## config.mk

```make
export PLATFORM = sky130hd
export DESIGN_NAME = scan_outlier_segment_filter_unit_flat
export DESIGN_NICKNAME = d
export VERILOG_FILES = /design/src/rtl/sosf_pkg.sv /design/src/rtl/sosf_in_if.sv /design/src/rtl/sosf_out_if.sv /design/src/rtl/sosf_cfg_regs.sv /design/src/rtl/scan_outlier_segment_filter_unit.sv /design/src/flat_wrapper.sv
export VERILOG_INCLUDE_DIRS = /design/src /design/src/rtl
export SDC_FILE = /design/constraint.sdc
export NUM_CORES = 1
export LEC_CHECK = 0
export BUFFER_PORTS_ARGS = -buffer_cell sky130_fd_sc_hd__buf_4
export CAP_MARGIN = 20
export CORE_ASPECT_RATIO = 0.8
export CORE_MARGIN = 10
export CORE_UTILIZATION = 41
export DETAILED_ROUTE_END_ITERATION = 8
export GPL_TIMING_DRIVEN = 0
export PLACE_DENSITY = 0.54
export SLEW_MARGIN = 20
export SYNTH_ARGS = -nofsm -noshare
export SYNTH_HDL_FRONTEND = slang
export SYNTH_HIERARCHICAL = 1
export SYNTH_SLANG_ARGS = --single-unit
```

## constraint.sdc

```tcl
create_clock -name clk -period 10.05 [get_ports clk]
set_input_delay 0.5025 -clock clk [delete_from_list [all_inputs] [get_ports clk]]
set_output_delay 0.5025 -clock clk [all_outputs]
set_load 0.05 [all_outputs]
```

## src/rtl/scan_outlier_segment_filter_unit_macros.svh

```systemverilog
// Assertion macros shared by the scan outlier segment filter RTL.
`ifndef SCAN_OUTLIER_SEGMENT_FILTER_UNIT_MACROS_SVH
`define SCAN_OUTLIER_SEGMENT_FILTER_UNIT_MACROS_SVH
`ifndef ASSERT_OFF
// Same-cycle implication, checked out of reset
`define SOSF_ASSERT_IMP(lbl, ante, cons, msg) \
    lbl: assert property (@(posedge clk) disable iff (!rst_n) (ante) |-> (cons)) \
        else $error(msg);
// Next-cycle implication, checked out of reset
`define SOSF_ASSERT_NXT(lbl, ante, cons, msg) \
    lbl: assert property (@(posedge clk) disable iff (!rst_n) (ante) |=> (cons)) \
        else $error(msg);
`else
`define SOSF_ASSERT_IMP(lbl, ante, cons, msg)
`define SOSF_ASSERT_NXT(lbl, ante, cons, msg)
`endif
`endif

```

## src/rtl/sosf_pkg.sv

```systemverilog
// Shared types and constants for the scan outlier segment filter.
package sosf_pkg;

    localparam int RANGE_W    = 16;
    localparam int LEN_W      = 5;
    localparam int WIN_W      = 12;
    localparam int COUNT_W    = 13;
    localparam int CFG_ADDR_W = 5;
    localparam int CFG_DATA_W = 32;

    localparam int PENDING_DEPTH_DEF   = 32;
    localparam int MAX_SCAN_POINTS_DEF = 4096;

    localparam logic [COUNT_W-1:0] COUNT_MAX = {COUNT_W{1'b1}};

    // Register reset values
    localparam logic [RANGE_W-1:0] RANGE_MIN_RST  = 16'd0;
    localparam logic [RANGE_W-1:0] RANGE_MAX_RST  = 16'd65535;
    localparam logic [RANGE_W-1:0] JUMP_THR_RST   = 16'd100;
    localparam logic [LEN_W-1:0]   MIN_SEG_RST    = 5'd4;
    localparam logic [WIN_W-1:0]   WIN_FIRST_RST  = 12'd0;
    localparam logic [WIN_W-1:0]   WIN_LAST_RST   = 12'd4095;

    // Register index, taken from paddr word address
    typedef enum logic [2:0] {
        CFG_RANGE_MIN   = 3'd0,
        CFG_RANGE_MAX   = 3'd1,
        CFG_JUMP_THR    = 3'd2,
        CFG_MIN_SEG     = 3'd3,
        CFG_WIN_FIRST   = 3'd4,
        CFG_WIN_LAST    = 3'd5
    } cfg_idx_t;

    typedef struct packed {
        logic [RANGE_W-1:0] range_min_mm;
        logic [RANGE_W-1:0] range_max_mm;
        logic [RANGE_W-1:0] jump_threshold_mm;
        logic [LEN_W-1:0]   min_segment_len;
        logic [WIN_W-1:0]   window_first;
        logic [WIN_W-1:0]   window_last;
    } cfg_t;

    // One pending buffer entry
    typedef struct packed {
        logic               ok;
        logic [RANGE_W-1:0] range_mm;
    } pend_entry_t;

endpackage

```

## src/rtl/sosf_in_if.sv

```systemverilog
// Sample channel: one range sample per transfer.
interface sosf_in_if;
    import sosf_pkg::*;

    logic               valid;
    logic               ready;
    logic [RANGE_W-1:0] range_mm;
    logic               scan_end;

    modport source (output valid, output range_mm, output scan_end, input ready);
    modport sink   (input valid, input range_mm, input scan_end, output ready);
endinterface

```

## src/rtl/sosf_out_if.sv

```systemverilog
// Result channel: one released sample per transfer.
interface sosf_out_if;
    import sosf_pkg::*;

    logic               valid;
    logic               ready;
    logic [RANGE_W-1:0] out_range_mm;
    logic               sample_ok;
    logic               run_last;
    logic               scan_done;
    logic               overflow;

    modport source (output valid, output out_range_mm, output sample_ok, output run_last,
                    output scan_done, output overflow, input ready);
    modport sink   (input valid, input out_range_mm, input sample_ok, input run_last,
                    input scan_done, input overflow, output ready);
endinterface

```

## src/rtl/sosf_cfg_regs.sv

```systemverilog
// APB-style configuration register bank.
module sosf_cfg_regs (
    input  logic                            clk,
    input  logic                            rst_n,
    input  logic                            psel,
    input  logic                            penable,
    input  logic                            pwrite,
    input  logic [sosf_pkg::CFG_ADDR_W-1:0] paddr,
    input  logic [sosf_pkg::CFG_DATA_W-1:0] pwdata,
    output logic [sosf_pkg::CFG_DATA_W-1:0] prdata,
    output logic                            pready,
    output sosf_pkg::cfg_t                  cfg
);
    import sosf_pkg::*;

    cfg_t     cfg_reg;
    cfg_idx_t reg_idx;
    logic     wr_en;

    assign pready  = 1'b1;
    assign reg_idx = cfg_idx_t'(paddr[CFG_ADDR_W-1:2]);
    assign wr_en   = psel && penable && pwrite;
    assign cfg     = cfg_reg;

    // Write the addressed register on the access phase
    always_ff @(posedge clk or negedge rst_n)
    begin
        if (!rst_n)
        begin
            cfg_reg.range_min_mm      <= RANGE_MIN_RST;
            cfg_reg.range_max_mm      <= RANGE_MAX_RST;
            cfg_reg.jump_threshold_mm <= JUMP_THR_RST;
            cfg_reg.min_segment_len   <= MIN_SEG_RST;
            cfg_reg.window_first      <= WIN_FIRST_RST;
            cfg_reg.window_last       <= WIN_LAST_RST;
        end
        else if (wr_en)
        begin
            unique case (reg_idx)
                CFG_RANGE_MIN: cfg_reg.range_min_mm      <= pwdata[RANGE_W-1:0];
                CFG_RANGE_MAX: cfg_reg.range_max_mm      <= pwdata[RANGE_W-1:0];
                CFG_JUMP_THR:  cfg_reg.jump_threshold_mm <= pwdata[RANGE_W-1:0];
                CFG_MIN_SEG:   cfg_reg.min_segment_len   <= pwdata[LEN_W-1:0];
                CFG_WIN_FIRST: cfg_reg.window_first      <= pwdata[WIN_W-1:0];
                CFG_WIN_LAST:  cfg_reg.window_last       <= pwdata[WIN_W-1:0];
                default: ;
            endcase
        end
    end

    // Return the addressed register, zero above the list
    always_comb
    begin
        unique case (reg_idx)
            CFG_RANGE_MIN: prdata = CFG_DATA_W'(cfg_reg.range_min_mm);
            CFG_RANGE_MAX: prdata = CFG_DATA_W'(cfg_reg.range_max_mm);
            CFG_JUMP_THR:  prdata = CFG_DATA_W'(cfg_reg.jump_threshold_mm);
            CFG_MIN_SEG:   prdata = CFG_DATA_W'(cfg_reg.min_segment_len);
            CFG_WIN_FIRST: prdata = CFG_DATA_W'(cfg_reg.window_first);
            CFG_WIN_LAST:  prdata = CFG_DATA_W'(cfg_reg.window_last);
            default:       prdata = '0;
        endcase
    end

endmodule

```

## src/rtl/scan_outlier_segment_filter_unit.sv

```systemverilog
// Top level of the scan outlier and short-segment filter.
// Range samples inside the index window are held back by one and judged
// against their raw successor; each judged sample goes into a pending FIFO
// held in a single synchronous RAM (PENDING_DEPTH entries, one read and one
// write port, registered read). A jump over the threshold, or the end of the
// scan, releases the whole pending segment. A sample that causes no release
// passes through accept and decide; storing the held sample adds a push step,
// a release from a full buffer adds an overflow step, and a segment release
// opens the RAM read and then releases one entry per step, so a drain runs at
// one result per cycle while the result side takes them. The RAM needs no
// clearing after reset: only entries written since reset are ever read.
`include "scan_outlier_segment_filter_unit_macros.svh"

module scan_outlier_segment_filter_unit #(
    parameter int PENDING_DEPTH   = sosf_pkg::PENDING_DEPTH_DEF,
    parameter int MAX_SCAN_POINTS = sosf_pkg::MAX_SCAN_POINTS_DEF
) (
    input  logic                            clk,
    input  logic                            rst_n,
    sosf_in_if.sink                         samples,
    sosf_out_if.source                      results,
    input  logic                            psel,
    input  logic                            penable,
    input  logic                            pwrite,
    input  logic [sosf_pkg::CFG_ADDR_W-1:0] paddr,
    input  logic [sosf_pkg::CFG_DATA_W-1:0] pwdata,
    output logic [sosf_pkg::CFG_DATA_W-1:0] prdata,
    output logic                            pready
);
    import sosf_pkg::*;

    localparam int PTR_W  = $clog2(PENDING_DEPTH);
    localparam int FILL_W = $clog2(PENDING_DEPTH + 1);
    localparam int IDX_W  = $clog2(MAX_SCAN_POINTS);
    localparam int CMP_W  = (IDX_W > WIN_W) ? IDX_W : WIN_W;

    typedef enum logic [5:0] {
        S_IDLE     = 6'b000001,
        S_PLAN     = 6'b000010,
        S_PUSH     = 6'b000100,
        S_OVF      = 6'b001000,
        S_FLUSH_RD = 6'b010000,
        S_FLUSH    = 6'b100000
    } fsm_state_t;

    cfg_t cfg;

    // Control state
    fsm_state_t         state_reg, state_next;
    logic [RANGE_W-1:0] held_reg, held_next;
    logic               held_vld_reg, held_vld_next;
    logic [COUNT_W-1:0] count_reg, count_next;
    logic [IDX_W-1:0]   idx_reg, idx_next;
    logic [PTR_W-1:0]   head_reg, head_next;
    logic [PTR_W-1:0]   tail_reg, tail_next;
    logic [FILL_W-1:0]  fill_reg, fill_next;
    logic               kept_reg, kept_next;
    logic               end_reg, end_next;
    logic               phase_reg, phase_next;
    logic               flush1_reg, flush1_next;
    logic               keep1_reg, keep1_next;
    logic               end_push_reg, end_push_next;
    logic               out_valid_reg, out_valid_next;

    // Payload state
    logic [RANGE_W-1:0] x_reg, x_next;
    pend_entry_t        push_val_reg, push_val_next;
    pend_entry_t        end_entry_reg, end_entry_next;
    pend_entry_t        out_entry_reg;
    logic               out_last_reg, out_done_reg, out_ovf_reg;

    // Pending buffer RAM
    pend_entry_t        pend_mem [PENDING_DEPTH];
    pend_entry_t        mem_q;
    logic               rd_en, wr_en;
    logic [PTR_W-1:0]   rd_addr;

    // Result launch
    logic               emit;
    logic               emit_ok, emit_last, emit_done, emit_ovf;

    // Decision helpers
    logic [CMP_W-1:0]   idx_ext;
    logic               kept_now, end_now;
    logic               held_ok, x_ok, jump;
    logic [RANGE_W-1:0] diff;
    logic               slot_free, full, push1;
    logic [PTR_W-1:0]   head_inc, tail_inc;
    pend_entry_t        end_entry_c;
    logic               end_push_c;

    sosf_cfg_regs u_cfg (
        .clk     (clk),
        .rst_n   (rst_n),
        .psel    (psel),
        .penable (penable),
        .pwrite  (pwrite),
        .paddr   (paddr),
        .pwdata  (pwdata),
        .prdata  (prdata),
        .pready  (pready),
        .cfg     (cfg)
    );

    // Window and end-of-scan check on the incoming sample
    assign idx_ext  = CMP_W'(idx_reg);
    assign kept_now = (idx_ext >= CMP_W'(cfg.window_first))
                      && (idx_ext <= CMP_W'(cfg.window_last));
    assign end_now  = samples.scan_end || (kept_now && (idx_ext == CMP_W'(cfg.window_last)));

    // Range and jump tests on the held sample and its successor
    assign held_ok = (held_reg >= cfg.range_min_mm) && (held_reg <= cfg.range_max_mm);
    assign x_ok    = (x_reg >= cfg.range_min_mm) && (x_reg <= cfg.range_max_mm);
    assign diff    = (held_reg > x_reg) ? (held_reg - x_reg) : (x_reg - held_reg);
    assign jump    = diff > cfg.jump_threshold_mm;
    assign push1   = kept_reg && held_vld_reg;

    assign end_entry_c = kept_reg ? pend_entry_t'{ok: x_ok, range_mm: x_reg}
                                  : pend_entry_t'{ok: held_ok, range_mm: held_reg};
    assign end_push_c  = kept_reg || held_vld_reg;

    // FIFO pointers
    assign full      = (fill_reg == FILL_W'(PENDING_DEPTH));
    assign head_inc  = (head_reg == PTR_W'(PENDING_DEPTH - 1)) ? '0 : head_reg + PTR_W'(1);
    assign tail_inc  = (tail_reg == PTR_W'(PENDING_DEPTH - 1)) ? '0 : tail_reg + PTR_W'(1);
    assign slot_free = !out_valid_reg || results.ready;

    assign samples.ready = (state_reg == S_IDLE);

    // Sequencer
    always_comb
    begin
        state_next     = state_reg;
        held_next      = held_reg;
        held_vld_next  = held_vld_reg;
        count_next     = count_reg;
        idx_next       = idx_reg;
        head_next      = head_reg;
        tail_next      = tail_reg;
        fill_next      = fill_reg;
        kept_next      = kept_reg;
        end_next       = end_reg;
        phase_next     = phase_reg;
        flush1_next    = flush1_reg;
        keep1_next     = keep1_reg;
        end_push_next  = end_push_reg;
        x_next         = x_reg;
        push_val_next  = push_val_reg;
        end_entry_next = end_entry_reg;
        rd_en          = 1'b0;
        rd_addr        = head_reg;
        wr_en          = 1'b0;
        emit           = 1'b0;
        emit_ok        = mem_q.ok;
        emit_last      = 1'b0;
        emit_done      = 1'b0;
        emit_ovf       = 1'b0;

        unique case (state_reg)
            S_IDLE:
            begin
                if (samples.valid)
                begin
                    x_next    = samples.range_mm;
                    kept_next = kept_now;
                    end_next  = end_now;
                    if (end_now)
                        idx_next = '0;
                    else if (idx_reg != IDX_W'(MAX_SCAN_POINTS - 1))
                        idx_next = idx_reg + IDX_W'(1);
                    if (kept_now || end_now)
                        state_next = S_PLAN;
                end
            end

            S_PLAN:
            begin
                // Judge the held sample against its successor
                flush1_next    = 1'b0;
                keep1_next     = 1'b1;
                push_val_next  = '{ok: held_ok, range_mm: held_reg};
                end_entry_next = end_entry_c;
                end_push_next  = end_push_c;
                phase_next     = 1'b0;
                if (push1 && held_ok)
                begin
                    if (!jump)
                    begin
                        if (count_reg != COUNT_MAX)
                            count_next = count_reg + COUNT_W'(1);
                    end
                    else
                    begin
                        flush1_next = 1'b1;
                        keep1_next  = (count_reg >= COUNT_W'(cfg.min_segment_len));
                        count_next  = (count_reg >= COUNT_W'(cfg.min_segment_len))
                                      ? COUNT_W'(1) : '0;
                    end
                end
                if (kept_reg)
                begin
                    held_next     = x_reg;
                    held_vld_next = 1'b1;
                end
                if (end_reg)
                begin
                    held_next     = '0;
                    held_vld_next = 1'b0;
                    count_next    = '0;
                end
                if (push1)
                    state_next = S_PUSH;
                else if (end_reg)
                begin
                    phase_next    = 1'b1;
                    push_val_next = end_entry_c;
                    state_next    = end_push_c ? S_PUSH : S_FLUSH_RD;
                end
                else
                    state_next = S_IDLE;
            end

            S_PUSH, S_OVF:
            begin
                if (state_reg == S_PUSH && full)
                begin
                    // Fetch the oldest entry before it is pushed out
                    rd_en      = 1'b1;
                    state_next = S_OVF;
                end
                else if (state_reg == S_PUSH || slot_free)
                begin
                    if (state_reg == S_OVF)
                    begin
                        emit      = 1'b1;
                        emit_ovf  = 1'b1;
                        emit_last = !phase_reg && !flush1_reg && !end_reg;
                        head_next = head_inc;
                    end
                    else
                        fill_next = fill_reg + FILL_W'(1);
                    wr_en     = 1'b1;
                    tail_next = tail_inc;
                    // Advance to the next step of this item
                    if (phase_reg)
                        state_next = S_FLUSH_RD;
                    else if (flush1_reg)
                        state_next = S_FLUSH_RD;
                    else if (end_reg)
                    begin
                        phase_next    = 1'b1;
                        push_val_next = end_entry_reg;
                        state_next    = end_push_reg ? S_PUSH : S_FLUSH_RD;
                    end
                    else
                        state_next = S_IDLE;
                end
            end

            S_FLUSH_RD:
            begin
                if (fill_reg == '0)
                    state_next = S_IDLE;
                else
                begin
                    rd_en      = 1'b1;
                    state_next = S_FLUSH;
                end
            end

            S_FLUSH:
            begin
                if (slot_free)
                begin
                    // Release one entry and prefetch the next
                    emit      = 1'b1;
                    emit_ok   = (phase_reg || keep1_reg) && mem_q.ok;
                    emit_last = (fill_reg == FILL_W'(1)) && (phase_reg || !end_reg);
                    emit_done = (fill_reg == FILL_W'(1)) && phase_reg;
                    head_next = head_inc;
                    fill_next = fill_reg - FILL_W'(1);
                    if (fill_reg != FILL_W'(1))
                    begin
                        rd_en   = 1'b1;
                        rd_addr = head_inc;
                    end
                    else if (!phase_reg && end_reg)
                    begin
                        phase_next    = 1'b1;
                        push_val_next = end_entry_reg;
                        state_next    = end_push_reg ? S_PUSH : S_FLUSH_RD;
                    end
                    else
                        state_next = S_IDLE;
                end
            end

            default: state_next = S_IDLE;
        endcase
    end

    // Output register: load on release, drop on transfer
    always_comb
    begin
        out_valid_next = out_valid_reg;
        if (emit)
            out_valid_next = 1'b1;
        else if (results.ready)
            out_valid_next = 1'b0;
    end

    // Control registers
    always_ff @(posedge clk or negedge rst_n)
    begin
        if (!rst_n)
        begin
            state_reg     <= S_IDLE;
            held_reg      <= '0;
            held_vld_reg  <= 1'b0;
            count_reg     <= '0;
            idx_reg       <= '0;
            head_reg      <= '0;
            tail_reg      <= '0;
            fill_reg      <= '0;
            kept_reg      <= 1'b0;
            end_reg       <= 1'b0;
            phase_reg     <= 1'b0;
            flush1_reg    <= 1'b0;
            keep1_reg     <= 1'b0;
            end_push_reg  <= 1'b0;
            out_valid_reg <= 1'b0;
        end
        else
        begin
            state_reg     <= state_next;
            held_reg      <= held_next;
            held_vld_reg  <= held_vld_next;
            count_reg     <= count_next;
            idx_reg       <= idx_next;
            head_reg      <= head_next;
            tail_reg      <= tail_next;
            fill_reg      <= fill_next;
            kept_reg      <= kept_next;
            end_reg       <= end_next;
            phase_reg     <= phase_next;
            flush1_reg    <= flush1_next;
            keep1_reg     <= keep1_next;
            end_push_reg  <= end_push_next;
            out_valid_reg <= out_valid_next;
        end
    end

    // Payload registers
    always_ff @(posedge clk)
    begin
        x_reg         <= x_next;
        push_val_reg  <= push_val_next;
        end_entry_reg <= end_entry_next;
        if (emit)
        begin
            out_entry_reg <= '{ok: emit_ok, range_mm: mem_q.range_mm};
            out_last_reg  <= emit_last;
            out_done_reg  <= emit_done;
            out_ovf_reg   <= emit_ovf;
        end
    end

    // Pending buffer RAM, registered read
    always_ff @(posedge clk)
    begin
        if (wr_en)
            pend_mem[tail_reg] <= push_val_reg;
        if (rd_en)
            mem_q <= pend_mem[rd_addr];
    end

    assign results.valid        = out_valid_reg;
    assign results.out_range_mm = out_entry_reg.range_mm;
    assign results.sample_ok    = out_entry_reg.ok;
    assign results.run_last     = out_last_reg;
    assign results.scan_done    = out_done_reg;
    assign results.overflow     = out_ovf_reg;

    `SOSF_ASSERT_IMP(a_fill_bound, 1'b1, fill_reg <= FILL_W'(PENDING_DEPTH), "pending fill above depth")
    `SOSF_ASSERT_IMP(a_empty_ptrs, fill_reg == '0, head_reg == tail_reg, "empty FIFO with split pointers")
    `SOSF_ASSERT_IMP(a_no_rw_clash, rd_en, !wr_en, "RAM read and write in one cycle")
    `SOSF_ASSERT_IMP(a_emit_slot, emit, slot_free, "result loaded over an untaken result")
    `SOSF_ASSERT_IMP(a_done_last, out_valid_reg && out_done_reg, out_last_reg, "scan end not last result")
    `SOSF_ASSERT_NXT(a_flush_hold, (state_reg == S_FLUSH) && !slot_free,
                     (state_reg == S_FLUSH) && $stable(fill_reg), "flush advanced while stalled")

endmodule

```

## src/flat_wrapper.sv

```systemverilog
// flat-port wrapper written by rule: the top's interface ports become plain ports
module scan_outlier_segment_filter_unit_flat import sosf_pkg::*;
#(
    parameter int PENDING_DEPTH   = sosf_pkg::PENDING_DEPTH_DEF,
    parameter int MAX_SCAN_POINTS = sosf_pkg::MAX_SCAN_POINTS_DEF
)
  (clk, rst_n, psel, penable, pwrite, paddr, pwdata, prdata, pready, samples_valid, samples_range_mm, samples_scan_end, samples_ready, results_valid, results_out_range_mm, results_sample_ok, results_run_last, results_scan_done, results_overflow, results_ready);
  sosf_in_if samples_i ();
  sosf_out_if results_i ();
  input  logic clk;
  input  logic rst_n;
  input  logic psel;
  input  logic penable;
  input  logic pwrite;
  input  logic [sosf_pkg::CFG_ADDR_W-1:0] paddr;
  input  logic [sosf_pkg::CFG_DATA_W-1:0] pwdata;
  output logic [sosf_pkg::CFG_DATA_W-1:0] prdata;
  output logic pready;
  input wire logic [$bits(samples_i.valid)-1:0] samples_valid;
  input wire logic [$bits(samples_i.range_mm)-1:0] samples_range_mm;
  input wire logic [$bits(samples_i.scan_end)-1:0] samples_scan_end;
  output wire logic [$bits(samples_i.ready)-1:0] samples_ready;
  output wire logic [$bits(results_i.valid)-1:0] results_valid;
  output wire logic [$bits(results_i.out_range_mm)-1:0] results_out_range_mm;
  output wire logic [$bits(results_i.sample_ok)-1:0] results_sample_ok;
  output wire logic [$bits(results_i.run_last)-1:0] results_run_last;
  output wire logic [$bits(results_i.scan_done)-1:0] results_scan_done;
  output wire logic [$bits(results_i.overflow)-1:0] results_overflow;
  input wire logic [$bits(results_i.ready)-1:0] results_ready;
  assign samples_i.valid = samples_valid;
  assign samples_i.range_mm = samples_range_mm;
  assign samples_i.scan_end = samples_scan_end;
  assign samples_ready = samples_i.ready;
  assign results_valid = results_i.valid;
  assign results_out_range_mm = results_i.out_range_mm;
  assign results_sample_ok = results_i.sample_ok;
  assign results_run_last = results_i.run_last;
  assign results_scan_done = results_i.scan_done;
  assign results_overflow = results_i.overflow;
  assign results_i.ready = results_ready;
  scan_outlier_segment_filter_unit #(.PENDING_DEPTH(PENDING_DEPTH), .MAX_SCAN_POINTS(MAX_SCAN_POINTS)) u_core (.clk(clk), .rst_n(rst_n), .samples(samples_i), .results(results_i), .psel(psel), .penable(penable), .pwrite(pwrite), .paddr(paddr), .pwdata(pwdata), .prdata(prdata), .pready(pready));
endmodule
```

---- After elaboration in Yosys (flattened, before gate mapping) ----
Memories as Yosys holds them, arrays and structs flattened. A register that Yosys moved wholly into a read port is not among the register bits.
Cells that the tools add are included.
storage, ports and cells
  output and inout port bits .............. 55
  memory bits (writable) .................. 544
  bits in registers ....................... 218
  word-level logic and storage cells ...... 229
  memories kept ........................... 1
cells by class
  order comparisons ....................... 9
  reduce and logical (&&, ||, !) cells .... 53
  $add $sub $neg .......................... 8
  mux-type cells .......................... 94
  bitwise operators ....................... 1
  equality and inequality tests ........... 32
memories
  memory           words  width  rd ports  clocked after Yosys merged registers in  wr ports  line                                    source
  u_core.pend_mem  32     17     1         1                                        1         scan_outlier_segment_filter_unit.sv:73  pend_entry_t pend_mem [PENDING_DEPTH];
operators by type and width
  operator                                                               count
  17-bit 2-to-1 mux                                                      11
  6-bit 2-to-1 mux                                                       17
  16-bit case mux with 6 select lines                                    1
  5-bit 2-to-1 mux                                                       11
  13-bit 2-to-1 mux                                                      4
  17-bit case mux with 3 select lines                                    1
  16-bit 2-to-1 mux                                                      3
  1-bit 2-to-1 mux                                                       37
  16-bit >= comparator                                                   2
  16-bit > comparator                                                    2
  16-bit less-or-equal comparator                                        2
  16-bit subtractor                                                      2
  6-bit case mux with 5 select lines                                     1
  12-bit 2-to-1 mux                                                      2
  2-bit AND reduction                                                    9
  1-bit logical AND                                                      15
  5-bit AND reduction                                                    3
  13-bit by 1-bit adder with 13-bit output, second input constant        1
  13-bit by 5-bit >= comparator with 1-bit output                        1
  13-bit != test, second input constant                                  1
  12-bit by 1-bit adder with 12-bit output, second input constant        1
  12-bit equality test                                                   1
  6-bit by 1-bit equality test with 1-bit output, second input constant  2
  6-bit equality test, second input constant                             2
  other kinds (33)                                                       65

---- Longest topological paths before layout ----
  depth after elaboration ................. 8
  gate-level depth with buffers ........... 23
  mapped depth without buffers ............ 21

---- Modules after synthesis ----
Netlist, hierarchy kept.
modules (own cells, without submodules)
  module                            cells an instance  times used  seq. area each (µm²)  area each (µm²)
  scan_outlier_segment_filter_unit  2,664              1           20,726.1              32,758.9
  sosf_cfg_regs                     290                1           1,966.9               3,847.4

---- Worst setup path before layout ----
Ideal clock, no wire load.
  path type ............................... register to register
  from .................................... reg u_core.state_reg[3]
  to ...................................... reg u_core/push_val_reg[0] (netlist name) (enable)
  cell stages (with the launch flop) ...... 6
  data required time ...................... 9,565 ps
  arrival ................................. 4,900 ps
  buffers on the path ..................... 1
  slack ................................... 4,665 ps
  cells stage by stage .................... dfrtp_1 > or4_1 > nor3b_1 > clkbuf_1 > nor2_1 > a2111oi_0
on the way
  longest elaborated chain between the ends .. 4
  elaborated cells between the ends (all ways) .. 17
  those cells by class .................... eq/ne: 12; reduce/logical: 5
RTL lines
  item                                                                                                              line                                                                                                                       source
  start: declaration                                                                                                scan_outlier_segment_filter_unit.sv:49                                                                                     fsm_state_t state_reg, state_next;
  start signal: assignment                                                                                          scan_outlier_segment_filter_unit.sv:335                                                                                    state_reg <= state_next;
  6-bit by 4-bit equality test with 1-bit output or 6-bit by 3-bit equality test with 1-bit output (tied branches)  scan_outlier_segment_filter_unit.sv:159, scan_outlier_segment_filter_unit.sv:225, scan_outlier_segment_filter_unit.sv:231
  2-bit OR reduction (tied with other cells)                                                                        scan_outlier_segment_filter_unit.sv:159                                                                                    unique case (state_reg)
  2-bit by 1-bit != test with 1-bit output (no source line) (tied with other cells)                                 -
  9-bit AND reduction (no source line) *                                                                            -
  end signal: assignment                                                                                            scan_outlier_segment_filter_unit.sv:357                                                                                    push_val_reg <= push_val_next;
  end: declaration                                                                                                  scan_outlier_segment_filter_unit.sv:67                                                                                     pend_entry_t push_val_reg, push_val_next;
Every way passes the cells marked *; elsewhere a longest branch is shown, timed or not.
A chain may end at the register's enable or synchronous reset.

---- Final worst setup path ----
  from .................................... reg u_core.held_reg[9]
  to ...................................... reg u_core.count_reg[9]
on the way
  longest elaborated chain between the ends .. 6
  elaborated cells between the ends (all ways) .. 15
  those cells by class .................... add/sub: 2; order compare: 4; mux: 4; reduce/logical: 5
RTL lines
  item                                                      line                                     source
  start: declaration                                        scan_outlier_segment_filter_unit.sv:50   logic [RANGE_W-1:0] held_reg, held_next;
  start signal: assignment                                  scan_outlier_segment_filter_unit.sv:336  held_reg <= held_next;
  16-bit subtractor or 16-bit > comparator (tied branches)  scan_outlier_segment_filter_unit.sv:114  assign diff = (held_reg > x_reg) ? (held_reg - x_reg) : (x_reg - held_reg);
  16-bit 2-to-1 mux                                         scan_outlier_segment_filter_unit.sv:114
  16-bit > comparator                                       scan_outlier_segment_filter_unit.sv:115  assign jump = diff > cfg.jump_threshold_mm;
  13-bit 2-to-1 mux                                         scan_outlier_segment_filter_unit.sv:187  if (!jump)
  13-bit 2-to-1 mux                                         scan_outlier_segment_filter_unit.sv:185  if (push1 && held_ok)
  13-bit 2-to-1 mux                                         scan_outlier_segment_filter_unit.sv:205  if (end_reg)
  end signal: assignment                                    scan_outlier_segment_filter_unit.sv:338  count_reg <= count_next;
  end: declaration                                          scan_outlier_segment_filter_unit.sv:52   logic [COUNT_W-1:0] count_reg, count_next;
Several ways; a longest one is shown, not always the timed one. The select of a mux whose other input is x is not followed.

==> results.py <==
metrics = {
    "setup_path": {
        "cp.required_ps": 10610,
        "worstPathArrival_ps": 7210,
        "crit_chain": "inv_1, ha_1, clkbuf_1, a21oi_1, o21ai_0, a221o_1, o21a_1, clkbuf_1, buf_2, a21oi_1, a21oi_1, xnor2_1, ha_1, a21o_1, a21o_1, a21oi_1, a2bb2oi_1, a31oi_1, nor2_1, and2_0, clkbuf_1, a22o_1",
        "crit_fanout": 10,
        "r2r_start": "u_core/held_reg[9]",
        "path_delay_family": "compound AO/OA/AOI/OAI gates",
        "startpoint": "u_core/held_reg[9]",
        "cpMaxStageDelayCell": "nor2_1",
        "cp_common_cell": "a21oi_1",
        "critPathMaxStageDelay_ps": 610,
        "critPathLaunchType": "flip-flop",
        "cp-end-kind": "flip-flop",
        "critPathKind": "reg -> reg",
        "path_buf_inv": 5,
    },
    "sta": {
        "whs_ps": 57.3,
        "period_needed_ps": 6650,
        "post-route-period-util": 0.662,
        "setup_tns_ps": 0,
        "setup_slack_ps": 3400,
        "worst_slew_pin_slew_ps": 1050,
        "setup_viol": 0,
        "fin_skew_ps": 25.9,
        "fmax_mhz": 150,
        "hold_violations": 0,
        "rsz0062_at_grt": "false",
        "slew_headroom": 0.303,
        "slew_violations": 0,
    },
    "synth": {
        "synth-async-reset-ratio": 0.190,
        "ys_top_cells_by_area": "edfxtp_1, dfrtp_1, ha_1, nand2_1, a211oi_1",
        "seq_area_frac_synth": 0.620,
        "synth-simple-area-share": 0.109,
        "synthXorXnorAreaFrac": 0.00742,
        "synth_compound_area_frac": 0.132,
        "muxShareOfSynthArea": 0.0382,
        "synth_top_family_by_area": "compound AO/OA/AOI/OAI gates",
        "synth_cell_types": 84,
        "yosys_warnings": 6,
        "synth-adder-area-share": 0.0530,
        "synth_ff_type": "edfxtp_1",
        "synth_top_area_frac": 0.518,
        "synth-seq-cells": 779,
        "synth_edf_count": 631,
        "postSynthAreaPerCell_um2": 12.4,
        "synth_area_leader_cell": "edfxtp_1",
        "syn_inst": 2954,
        "netlist_area_um2": 36600,
    },
    "drt": {
        "drtIter0Drc": 2638,
        "drc": 0,
        "ant_nets": 0,
        "wl_met1_um": 52400,
        "wl_met3_um": 9570,
        "wl_met2_um": 45100,
        "viasPerCell": 5.75,
        "drt_wl_total_um": 109000,
        "first_pass_iters": 6,
        "vias": 25647,
        "routedWlPerCell_um": 24.5,
        "top_layer_used": "met5",
    },
    "final_layout": {
        "area_delta_synth_final_pct": 16.0,
        "largest_reg_flops": 544,
        "layout_common_cells": "edfxtp_1, nand2_1, ha_1",
        "fillers": 7786,
        "final_common_cell": "edfxtp_1",
        "fin_area_um2": 42500,
        "fin_cells": 4457,
        "nets": 3416,
        "drive_gt1_frac": 0.163,
    },
    "die": {
        "die_w_um": 354,
        "die_area_um2": 102000,
        "die_h_um": 287,
        "ios": 116,
        "start_util": 0.416,
        "row_count": 97,
        "core_area_um2": 88000,
    },
    "cts": {
        "clock-root-buffer": "clkbuf_16",
        "worstSkewPairLatency_ps": 650,
        "path_clk_slew_ps": 70,
        "clock_sinks": 779,
        "cts_tree": "done",
        "cts_buffer_depth": 3,
        "postCtsSetupRepairBufs": 0,
        "cts_buffers": 84,
        "htree_levels": 3,
    },
    "global_route": {
        "grt_pass1_vias": 24815,
        "grt_overflow": 0,
        "grt_pass1_wl_um": 162000,
        "grt_max_degree": 85,
        "globalRouteTotalUtil": 0.209,
        "antenna_found_initial": 1,
    },
    "power_and_ir_drop": {
        "p_per_area_nw_per_um2": 230,
        "leakage_nw": 15.8,
        "ir_drop_uv": 115,
    },
    "worst_hold_path": {
        "hp-start": "samples_range_mm[1]",
        "min_path_type": "in -> reg",
    },
    "place": {
        "placed_area_um2": 39500,
        "dp.final_hpwl_um": 80900,
        "numPortBuffers": 78,
        "dpl.cell_count": 4283,
        "place_congestion": 0.915,
        "preCtsSetupSlack_ps": 3560,
    },
    "flow_run": {
        "maxCapViolCount": 0,
    },
    "run_status": {
        "status": "complete, no violations",
    },
}
==> worst register-to-register path, stage by stage, from the launching register on <==
cell,delay [ps]
dfrtp_1,510
inv_1,160
ha_1,300
clkbuf_1,300
a21oi_1,130
o21ai_0,350
a221o_1,330
o21a_1,320
clkbuf_1,500
buf_2,410
a21oi_1,110
a21oi_1,220
xnor2_1,300
ha_1,350
a21o_1,160
a21o_1,170
a21oi_1,170
a2bb2oi_1,190
a31oi_1,320
nor2_1,620
and2_0,210
clkbuf_1,250
a22o_1,180
==> through the flow <==
step	util	power [mW]
finish	0.482	9.77
global route	0.482	10.2
CTS	0.482	9.78
detailed placement	0.449	6.65
global placement	0.440	6.56
floorplan	-	5.66
==> report_power, final <==
part	total [mW]	switching (mW)	internal (mW)
Combinational	2.64	1.69	0.949
Clock	3.11	1.31	1.81
Sequential	4.01	0.264	3.75
Total	9.77	3.26	6.50
==> routing by layer <==
| metal | GRT usage | vias to the layer above |
|---|---|---|
| li1 | - | 11557 |
| met3 | 0.0445 | 153 |
| met5 | 0 | - |
| met1 | 0.323 | 12946 |
| met2 | 0.295 | 989 |
| met4 | 0.0472 | 2 |
==> logic make-up (layout without fill, tap and decap cells) <==
logic type,Yosys count,after routing
flip-flops,779,779
adder cells (fa/ha/maj),154,154
buffers and inverters,311,610
other,2,18
AO/OA/AOI/OAI,722,722
XOR/XNOR,31,31
AND/OR/NAND/NOR,832,832
multiplexers,123,123
==> area by class of cell <==
class | count | area [um2] | area share
Sequential cell | 779 | 22700 | 0.535
Multi-Input combinational cell | 1879 | 12600 | 0.297
Clock buffer | 103 | 2260 | 0.0531
Tap cell | 1188 | 1490 | 0.0350
Timing Repair Buffer | 146 | 1430 | 0.0337
Buffer | 186 | 1020 | 0.0241
Clock inverter | 50 | 500 | 0.0118
Inverter | 125 | 469 | 0.0111
Antenna cell | 1 | 2.50 | 0.0000589
==> cell usage after synthesis (23+ instances only) <==
cell / instances
buf_2: 42
mux2i_1: 28
inv_1: 125
ha_1: 152
nor4_1: 24
nand2_1: 395
dfstp_2: 33
a21o_1: 57
a31oi_1: 141
nand3_1: 24
buf_4: 40
a211oi_1: 145
nor2_1: 115
nor2b_1: 147
o31ai_1: 23
clkbuf_1: 78
nand4_1: 28
a21oi_1: 97
mux2_2: 84
dfrtp_1: 115
edfxtp_1: 631
o21ai_0: 81
o22ai_1: 70
==> what timing repair did <==
item	CTS	global route
endpoints found under the hold margin	80	0
hold buffers	16	0
gates resized for setup	0	0
==> final timing paths <==
path,end,slack [ps],depth (start not counted)
hold reg to reg,u_core/results.out_range_mm[11],420,0
min in group asynchronous,u_core/held_reg[10],380,2
max in group asynchronous,u_core/u_cfg/cfg[10],8740,3
setup reg to reg,u_core/count_reg[9],3400,22
setup / recovery,u_core/count_reg[9],3400,22
hold / removal,u_core/x_reg[1],60,1
No activity file was read; power rests on OpenSTA's default activity.
